## src/sv/assert_macros.svh

```systemverilog
// assertion macros shared by the pixel blend rtl
// no dependencies; include after the timescale line
`ifndef ASSERT_MACROS_SVH
`define ASSERT_MACROS_SVH

// condition holds on every clock edge outside reset
`define ASSERT_ALWAYS(lbl, clk, rstn, cond, msg) \
    lbl: assert property (@(posedge clk) disable iff (!rstn) (cond)) else $error(msg);

// antecedent implies consequent on the next edge, outside reset
`define ASSERT_NEXT(lbl, clk, rstn, ante, cons, msg) \
    lbl: assert property (@(posedge clk) disable iff (!rstn) (ante) |=> (cons)) else $error(msg);

// next-edge implication that is also checked across reset
`define ASSERT_NEXT_RAW(lbl, clk, ante, cons, msg) \
    lbl: assert property (@(posedge clk) (ante) |=> (cons)) else $error(msg);

`endif

```

## src/sv/pbc_pkg.sv

```systemverilog
// types, codes and the divide-by-255 helper of the pixel blend compositor
// no dependencies; imported by every pbc module and the top level
`timescale 1ns / 1ps

package pbc_pkg;

    // configuration register indexes
    localparam int CFG_INDEX_W = 2;
    localparam logic [CFG_INDEX_W-1:0] CFG_IDX_MODE    = 2'd0;
    localparam logic [CFG_INDEX_W-1:0] CFG_IDX_OPACITY = 2'd1;

    // blend mode codes; unused codes act as normal
    localparam logic [2:0] MODE_NORMAL   = 3'd0;
    localparam logic [2:0] MODE_MULTIPLY = 3'd1;
    localparam logic [2:0] MODE_SCREEN   = 3'd2;
    localparam logic [2:0] MODE_OVERLAY  = 3'd3;
    localparam logic [2:0] MODE_ADD      = 3'd4;

    localparam logic [8:0]  OPACITY_ONE = 9'd256;
    localparam logic [15:0] MIX_ONE     = 16'd65280;
    localparam logic [16:0] FULL_SQ     = 17'd65025;
    // ceil(2^26 / 255), exact floor(x/255) for x below 2^17
    localparam logic [18:0] DIV255_RECIP = 19'd263173;

    typedef struct packed {
        logic [2:0] blend_mode;
        logic [8:0] opacity;
    } pbc_cfg_t;

    // item between the blend and mix halves
    typedef struct packed {
        logic [7:0]       alpha;
        logic [2:0][7:0]  dst;
        logic [2:0][8:0]  blend;
        logic [15:0]      weight;
    } pbc_mid_t;

    // floor(x / 255) by reciprocal multiply
    function automatic logic [8:0] div255(input logic [16:0] x);
        logic [35:0] prod;
        prod = {19'd0, x} * {17'd0, DIV255_RECIP};
        return prod[34:26];
    endfunction

endpackage

```

## src/sv/pbc_blend.sv

```systemverilog
// blend half: per-channel mode products, then divide by 255 or pass through, two stages
// depends on pbc_pkg
`timescale 1ns / 1ps

module pbc_blend import pbc_pkg::*; (
    input  logic        aclk,
    input  logic        aresetn,
    input  pbc_cfg_t    cfg,
    input  logic        s_valid,
    output logic        s_ready,
    input  logic [31:0] s_dst_pixel,
    input  logic [31:0] s_src_pixel,
    output logic        m_valid,
    input  logic        m_ready,
    output pbc_mid_t    m_data
);

    logic              a_valid_reg, a_valid_next;
    logic [2:0][16:0]  a_num_reg, a_num_next;
    logic [2:0][8:0]   a_pass_reg, a_pass_next;
    logic              a_div_reg, a_div_next;
    logic [31:0]       a_dst_reg;
    logic [15:0]       a_weight_reg, a_weight_next;
    logic              a_ready;

    logic              b_valid_reg, b_valid_next;
    pbc_mid_t          b_data_reg, b_data_next;
    logic              b_ready;

    // a stage takes an item when empty or when its item moves on
    assign b_ready = !b_valid_reg || m_ready;
    assign a_ready = !a_valid_reg || b_ready;
    assign s_ready = a_ready;

    // stage a: mode products and source weight
    always_comb begin
        logic [7:0]  d, s, nd, ns;
        logic [15:0] ds, ndns;
        a_valid_next  = a_ready ? s_valid : a_valid_reg;
        a_weight_next = 16'({9'd0, s_src_pixel[31:24]} * {8'd0, cfg.opacity});
        a_div_next    = 1'b1;
        for (int c = 0; c < 3; c++) begin
            d    = s_dst_pixel[8*c +: 8];
            s    = s_src_pixel[8*c +: 8];
            nd   = 8'd255 - d;
            ns   = 8'd255 - s;
            ds   = {8'd0, d} * {8'd0, s};
            ndns = {8'd0, nd} * {8'd0, ns};
            a_num_next[c]  = {1'b0, ds};
            a_pass_next[c] = {1'b0, s};
            case (cfg.blend_mode)
                MODE_MULTIPLY: begin
                    a_num_next[c] = {1'b0, ds};
                end
                MODE_SCREEN: begin
                    a_num_next[c] = FULL_SQ - {1'b0, ndns};
                end
                MODE_OVERLAY: begin
                    if (!d[7]) begin
                        a_num_next[c] = {ds, 1'b0};
                    end else begin
                        a_num_next[c] = FULL_SQ - {ndns, 1'b0};
                    end
                end
                MODE_ADD: begin
                    a_pass_next[c] = {1'b0, d} + {1'b0, s};
                end
                default: begin
                    a_pass_next[c] = {1'b0, s};
                end
            endcase
        end
        case (cfg.blend_mode)
            MODE_MULTIPLY, MODE_SCREEN, MODE_OVERLAY: a_div_next = 1'b1;
            default:                                  a_div_next = 1'b0;
        endcase
    end

    // stage b: divide by 255 or pass through
    always_comb begin
        b_valid_next      = b_ready ? a_valid_reg : b_valid_reg;
        b_data_next.alpha  = a_dst_reg[31:24];
        b_data_next.weight = a_weight_reg;
        for (int c = 0; c < 3; c++) begin
            b_data_next.dst[c]   = a_dst_reg[8*c +: 8];
            b_data_next.blend[c] = a_div_reg ? div255(a_num_reg[c]) : a_pass_reg[c];
        end
    end

    // valid bits
    always_ff @(posedge aclk) begin
        if (!aresetn) begin
            a_valid_reg <= 1'b0;
            b_valid_reg <= 1'b0;
        end else begin
            a_valid_reg <= a_valid_next;
            b_valid_reg <= b_valid_next;
        end
    end

    // payload registers
    always_ff @(posedge aclk) begin
        if (a_ready) begin
            a_num_reg    <= a_num_next;
            a_pass_reg   <= a_pass_next;
            a_div_reg    <= a_div_next;
            a_dst_reg    <= s_dst_pixel;
            a_weight_reg <= a_weight_next;
        end
        if (b_ready) begin
            b_data_reg <= b_data_next;
        end
    end

    assign m_valid = b_valid_reg;
    assign m_data  = b_data_reg;

endmodule

```

## src/sv/pbc_mix.sv

```systemverilog
// mix half: weighted sum with the destination, then divide by 65280 and clamp
// depends on pbc_pkg
`timescale 1ns / 1ps

module pbc_mix import pbc_pkg::*; (
    input  logic        aclk,
    input  logic        aresetn,
    input  logic        s_valid,
    output logic        s_ready,
    input  pbc_mid_t    s_data,
    output logic        m_valid,
    input  logic        m_ready,
    output logic [31:0] m_out_pixel
);

    logic              c_valid_reg, c_valid_next;
    logic [2:0][24:0]  c_num_reg, c_num_next;
    logic [7:0]        c_alpha_reg;
    logic              c_ready;

    logic              d_valid_reg, d_valid_next;
    logic [31:0]       d_pixel_reg, d_pixel_next;
    logic              d_ready;

    assign d_ready = !d_valid_reg || m_ready;
    assign c_ready = !c_valid_reg || d_ready;
    assign s_ready = c_ready;

    // stage c: d*(one-w) + b*w per channel
    always_comb begin
        logic [15:0] inv_w;
        logic [24:0] pd, pb;
        c_valid_next = c_ready ? s_valid : c_valid_reg;
        inv_w        = MIX_ONE - s_data.weight;
        for (int c = 0; c < 3; c++) begin
            pd = 25'({17'd0, s_data.dst[c]} * {9'd0, inv_w});
            pb = 25'({16'd0, s_data.blend[c]} * {9'd0, s_data.weight});
            c_num_next[c] = pd + pb;
        end
    end

    // stage d: divide by 256 then by 255, clamp at 255
    always_comb begin
        logic [8:0] q;
        d_valid_next        = d_ready ? c_valid_reg : d_valid_reg;
        d_pixel_next[31:24] = c_alpha_reg;
        for (int c = 0; c < 3; c++) begin
            q = div255(c_num_reg[c][24:8]);
            d_pixel_next[8*c +: 8] = q[8] ? 8'd255 : q[7:0];
        end
    end

    // valid bits
    always_ff @(posedge aclk) begin
        if (!aresetn) begin
            c_valid_reg <= 1'b0;
            d_valid_reg <= 1'b0;
        end else begin
            c_valid_reg <= c_valid_next;
            d_valid_reg <= d_valid_next;
        end
    end

    // payload registers
    always_ff @(posedge aclk) begin
        if (c_ready) begin
            c_num_reg   <= c_num_next;
            c_alpha_reg <= s_data.alpha;
        end
        if (d_ready) begin
            d_pixel_reg <= d_pixel_next;
        end
    end

    assign m_valid     = d_valid_reg;
    assign m_out_pixel = d_pixel_reg;

endmodule

```

## src/sv/pixel_blend_composite_top.sv

```systemverilog
// Pixel blend compositor, top level.
// Input channel s_*: one destination and one source ARGB8888 pixel per item.
// Output channel m_*: one blended pixel per item, alpha taken from the
// destination, red, green and blue blended in the configured mode and mixed
// with the destination by weight src_alpha*opacity, clamped at 255.
// Configuration: cfg_wr_en with cfg_index 0 writes blend_mode (0 normal,
// 1 multiply, 2 screen, 3 overlay, 4 add, others normal), index 1 writes
// opacity (256 is opaque, larger values clamp to 256). Other indexes are
// ignored. Write only while no item is in flight.
// Throughput: one item per clock while m_ready is high. The accepting edge
// loads the first of four register stages (products, divide by 255, weighted
// sum, divide by 65280 and clamp); m_valid is the last stage's valid bit.
// Each stage is ready when empty or when its item moves on, so when the
// receiver stalls, items keep entering until every stage holds one; nothing
// is dropped or repeated.
// Reset (aresetn low, synchronous) empties the pipeline and sets
// blend_mode to normal and opacity to 256.
// depends on pbc_pkg, pbc_blend, pbc_mix and assert_macros.svh
`timescale 1ns / 1ps
`include "assert_macros.svh"

module pixel_blend_composite_top import pbc_pkg::*; (
    input  logic                   aclk,
    input  logic                   aresetn,
    input  logic                   cfg_wr_en,
    input  logic [CFG_INDEX_W-1:0] cfg_index,
    input  logic [8:0]             cfg_wdata,
    input  logic                   s_valid,
    output logic                   s_ready,
    input  logic [31:0]            s_dst_pixel,
    input  logic [31:0]            s_src_pixel,
    output logic                   m_valid,
    input  logic                   m_ready,
    output logic [31:0]            m_out_pixel
);

    pbc_cfg_t cfg_reg, cfg_next;
    logic     mid_valid;
    logic     mid_ready;
    pbc_mid_t mid_data;

    // configuration registers
    always_comb begin
        cfg_next = cfg_reg;
        if (cfg_wr_en) begin
            case (cfg_index)
                CFG_IDX_MODE: begin
                    cfg_next.blend_mode = cfg_wdata[2:0];
                end
                CFG_IDX_OPACITY: begin
                    cfg_next.opacity = (cfg_wdata > OPACITY_ONE) ? OPACITY_ONE : cfg_wdata;
                end
                default: begin
                    cfg_next = cfg_reg;
                end
            endcase
        end
    end

    always_ff @(posedge aclk) begin
        if (!aresetn) begin
            cfg_reg.blend_mode <= MODE_NORMAL;
            cfg_reg.opacity    <= OPACITY_ONE;
        end else begin
            cfg_reg <= cfg_next;
        end
    end

    // blend half
    pbc_blend u_blend (
        .aclk        (aclk),
        .aresetn     (aresetn),
        .cfg         (cfg_reg),
        .s_valid     (s_valid),
        .s_ready     (s_ready),
        .s_dst_pixel (s_dst_pixel),
        .s_src_pixel (s_src_pixel),
        .m_valid     (mid_valid),
        .m_ready     (mid_ready),
        .m_data      (mid_data)
    );

    // mix half
    pbc_mix u_mix (
        .aclk        (aclk),
        .aresetn     (aresetn),
        .s_valid     (mid_valid),
        .s_ready     (mid_ready),
        .s_data      (mid_data),
        .m_valid     (m_valid),
        .m_ready     (m_ready),
        .m_out_pixel (m_out_pixel)
    );

    // checks
    `ASSERT_ALWAYS(a_opacity_range, aclk, aresetn, cfg_reg.opacity <= OPACITY_ONE, "opacity above one")
    `ASSERT_NEXT(a_mid_hold, aclk, aresetn, mid_valid && !mid_ready, mid_valid && $stable(mid_data), "mid item changed while stalled")
    `ASSERT_NEXT_RAW(a_reset_empty, aclk, !aresetn, !m_valid, "output valid right after reset")

endmodule

```

## config.mk

```make
export PLATFORM = sky130hd
export DESIGN_NAME = pixel_blend_composite_top
export DESIGN_NICKNAME = d
export VERILOG_FILES = /design/src/sv/pbc_pkg.sv /design/src/sv/pbc_blend.sv /design/src/sv/pbc_mix.sv /design/src/sv/pixel_blend_composite_top.sv
export VERILOG_INCLUDE_DIRS = /design/src /design/src/sv
export SDC_FILE = /design/constraint.sdc
export NUM_CORES = 2
export LEC_CHECK = 0
export ABC_AREA = 1
export BUFFER_PORTS_ARGS = -buffer_cell sky130_fd_sc_hd__buf_2
export CORE_ASPECT_RATIO = 1.2
export CORE_MARGIN = 4
export CORE_UTILIZATION = 25
export DETAILED_ROUTE_END_ITERATION = 12
export PLACE_DENSITY = 0.47
export SLEW_MARGIN = 20
export SYNTH_ARGS = -nofsm -noshare
export SYNTH_HDL_FRONTEND = slang
export SYNTH_SLANG_ARGS = --single-unit
```

## constraint.sdc

```tcl
create_clock -name aclk -period 7.43 [get_ports aclk]
set_input_delay 1.1145 -clock aclk [delete_from_list [all_inputs] [get_ports aclk]]
set_output_delay 1.1145 -clock aclk [all_outputs]
set_load 0.02 [all_outputs]
```

==> out/metrics.cfg <==
[setup_path]
r2r-end = u_mix.c_num_reg[48]
critPathRequiredTime_ns = 7.85
path_class = reg2reg
reg2regPathDepth = 30
r2r-start = u_blend.m_data[1]
crit_top_cell = inv_1
cp_max_fo = 16
crit_path_start_kind = flip-flop
end_kind = flip-flop
r2r_slack_ns = 0.59
slowest_stage = fa_1
slowest_delay_ns = 0.54
critical_path_arrival_ns = 7.26

[min_path]
whs_endpoint = u_mix.m_out_pixel[25]
worstHoldPathCells = 0
hold_path.class = reg2reg
worstHoldStart = u_mix.c_alpha_reg[1]

[floorplan]
rows = 213
dieArea_mm2 = 0.292
start_util_pct = 25.2
ios = 114
coreArea_mm2 = 0.281
dieHeight_um = 591
die_w_um = 494

[drt]
wl_per_cell_um = 16.6
drt_first_pass_iters = 6
ant_nets = 0
wl_mm = 214
drcViolationCount = 0
avgViaCountPerCell = 4.45
drtIter0Drc = 2881
via_count = 57100

[grt]
antenna_found_initial = 2
grt_max_degree = 106
grt_pass1_wl_mm = 341
grt_overflow = 0
first_global_vias = 61300
grt_usage_pct = 14.7

[sta]
whs_ns = 0.385
fin_worst_skew_ns = 0.0474
grt_setup_unrepaired = no
slew_headroom_pct = 30.1
hold_violations = 0
period_needed_ns = 6.84
worst_pin_slew_ns = 1.05
fmax_ghz = 0.146
period_share_pct = 92.1
setup_violations = 0
slew_viol_final = 0
fin_tns_setup_ns = 0

[clock_network]
cts-root-buf = clkbuf_16
numCtsBuffers = 41
clock-sinks = 309
cts_buffer_depth = 3
cts_tree = done
insertion_delay_ns = 0.67
h-tree-depth = 2
clk_pin_slew_ns = 0.07

[layout]
final_cells = 12800
nets = 11200
area_growth_pct = 8.75
fillCellCount = 30800
largest_reg_flops = 75
layout_commonest_cell = inv_1
final_util_pct = 27.4
final_cell_mix = inv_1, nand2_1, ha_1, fa_1, nor2_1
drive_gt1_share_pct = 3.90

[yosys]
synth.distinct_cells = 57
ys_seq_elements = 309
synth-edff-count = 293
synth_top_area_share_pct = 27.9
syn_inst = 9080
async_flop_share_pct = 0
yosys_warnings = 0
ys_seq_area_share_pct = 12.9
synthFlopType = edfxtp_1
synthesis.nets = 11200
synth_top_area_cell = fa_1
avgSynthCellArea_um2 = 7.80
syn-cell-area_mm2 = 0.0709
netlist_top_cells_area = fa_1, ha_1, edfxtp_1

[placement]
dpl.hpwl_mm = 177
port_buffers = 113
dp_cells = 12800
routabilityCongestion = 0.885

[run_status]
outcome = finished, final reports clean

[run]
maxCapViolCount = 0

## cells in the mapped netlist (51+ instances only)
master    instances
a21o_1           51
ha_1           1098
fa_1            986
o21ai_0         233
nor3_1           68
edfxtp_1        293
a21oi_1         295
nand4_1          69
nand3_1         311
nor2_1          662
xor2_1           81
inv_1          2204
clkbuf_1        209
nand2_1        2097
## routing by layer
metal / share of wire, % / up-vias / wire [µm] / global-route usage, %
met3: 3.5 / 296 / 7450 / 1.25
li1: - / 27700 / - / -
met2: 50 / 1119 / 106000 / 26.3
met5: 0 / - / 0 / 0
met1: 44 / 28000 / 93200 / 18.6
met4: 3.4 / 0 / 7200 / 4.64
## layout make-up
class	instances	area, µm²	area share, %
clock buffers	41	1030	1.33
repair buffers	176	1050	1.36
clock inverters	33	382	0.495
diodes	2	5.00	0.00649
multi-input cells	6286	52400	68.0
inverters	2230	8390	10.9
well taps	3762	4710	6.11
flip-flops and latches	309	9120	11.8
## metrics by stage
step                cell area (µm²)  setup WS [ns]
CTS                           77000          0.268
detailed placement            75600          0.306
global placement              75600          0.335
finish                        77100          0.585
floorplan                     70900          0.136
global route                  77100         0.0132
## how the worst max path moves through the flow
stage | startpoint | end | depth (start not counted)
CTS | u_blend.m_data[1] | u_mix.c_num_reg[48] | 30
global placement | u_blend.m_data[1] | u_mix.c_num_reg[48] | 30
detailed placement | u_blend.m_data[1] | u_mix.c_num_reg[48] | 30
finish | u_blend.m_data[1] | u_mix.c_num_reg[48] | 30
global route | u_blend.m_data[1] | u_mix.c_num_reg[70] | 32
floorplan | m_ready | s_ready | 6
## what timing repair did
item | 4_1_cts | 5_1_grt
hold endpoints to repair | 0 | 0
resized for setup | 0 | 8
setup endpoints to repair | 0 | 9
setup buffers | 0 | 0
hold buffers | 0 | 0
## critical path, delay by kind of cell (launching register included)
kind / cells / cell delay (ns)
XOR/XNOR: 1 / 0.06
adder cells (fa/ha/maj): 8 / 3.58
buffers and inverters: 8 / 0.65
flip-flops: 1 / 0.44
AND/OR/NAND/NOR: 13 / 1.83
## cells by family after synthesis
family	synth area share, %
fa+ha+maj	47.2
simple gates	19.0
flops	12.9
xor+xnor	1.45
compound gates	6.22
buf+inv	13.2
Power is not shown: default switching activity piles up to over one toggle a cycle in this logic, so the estimate is an artifact.
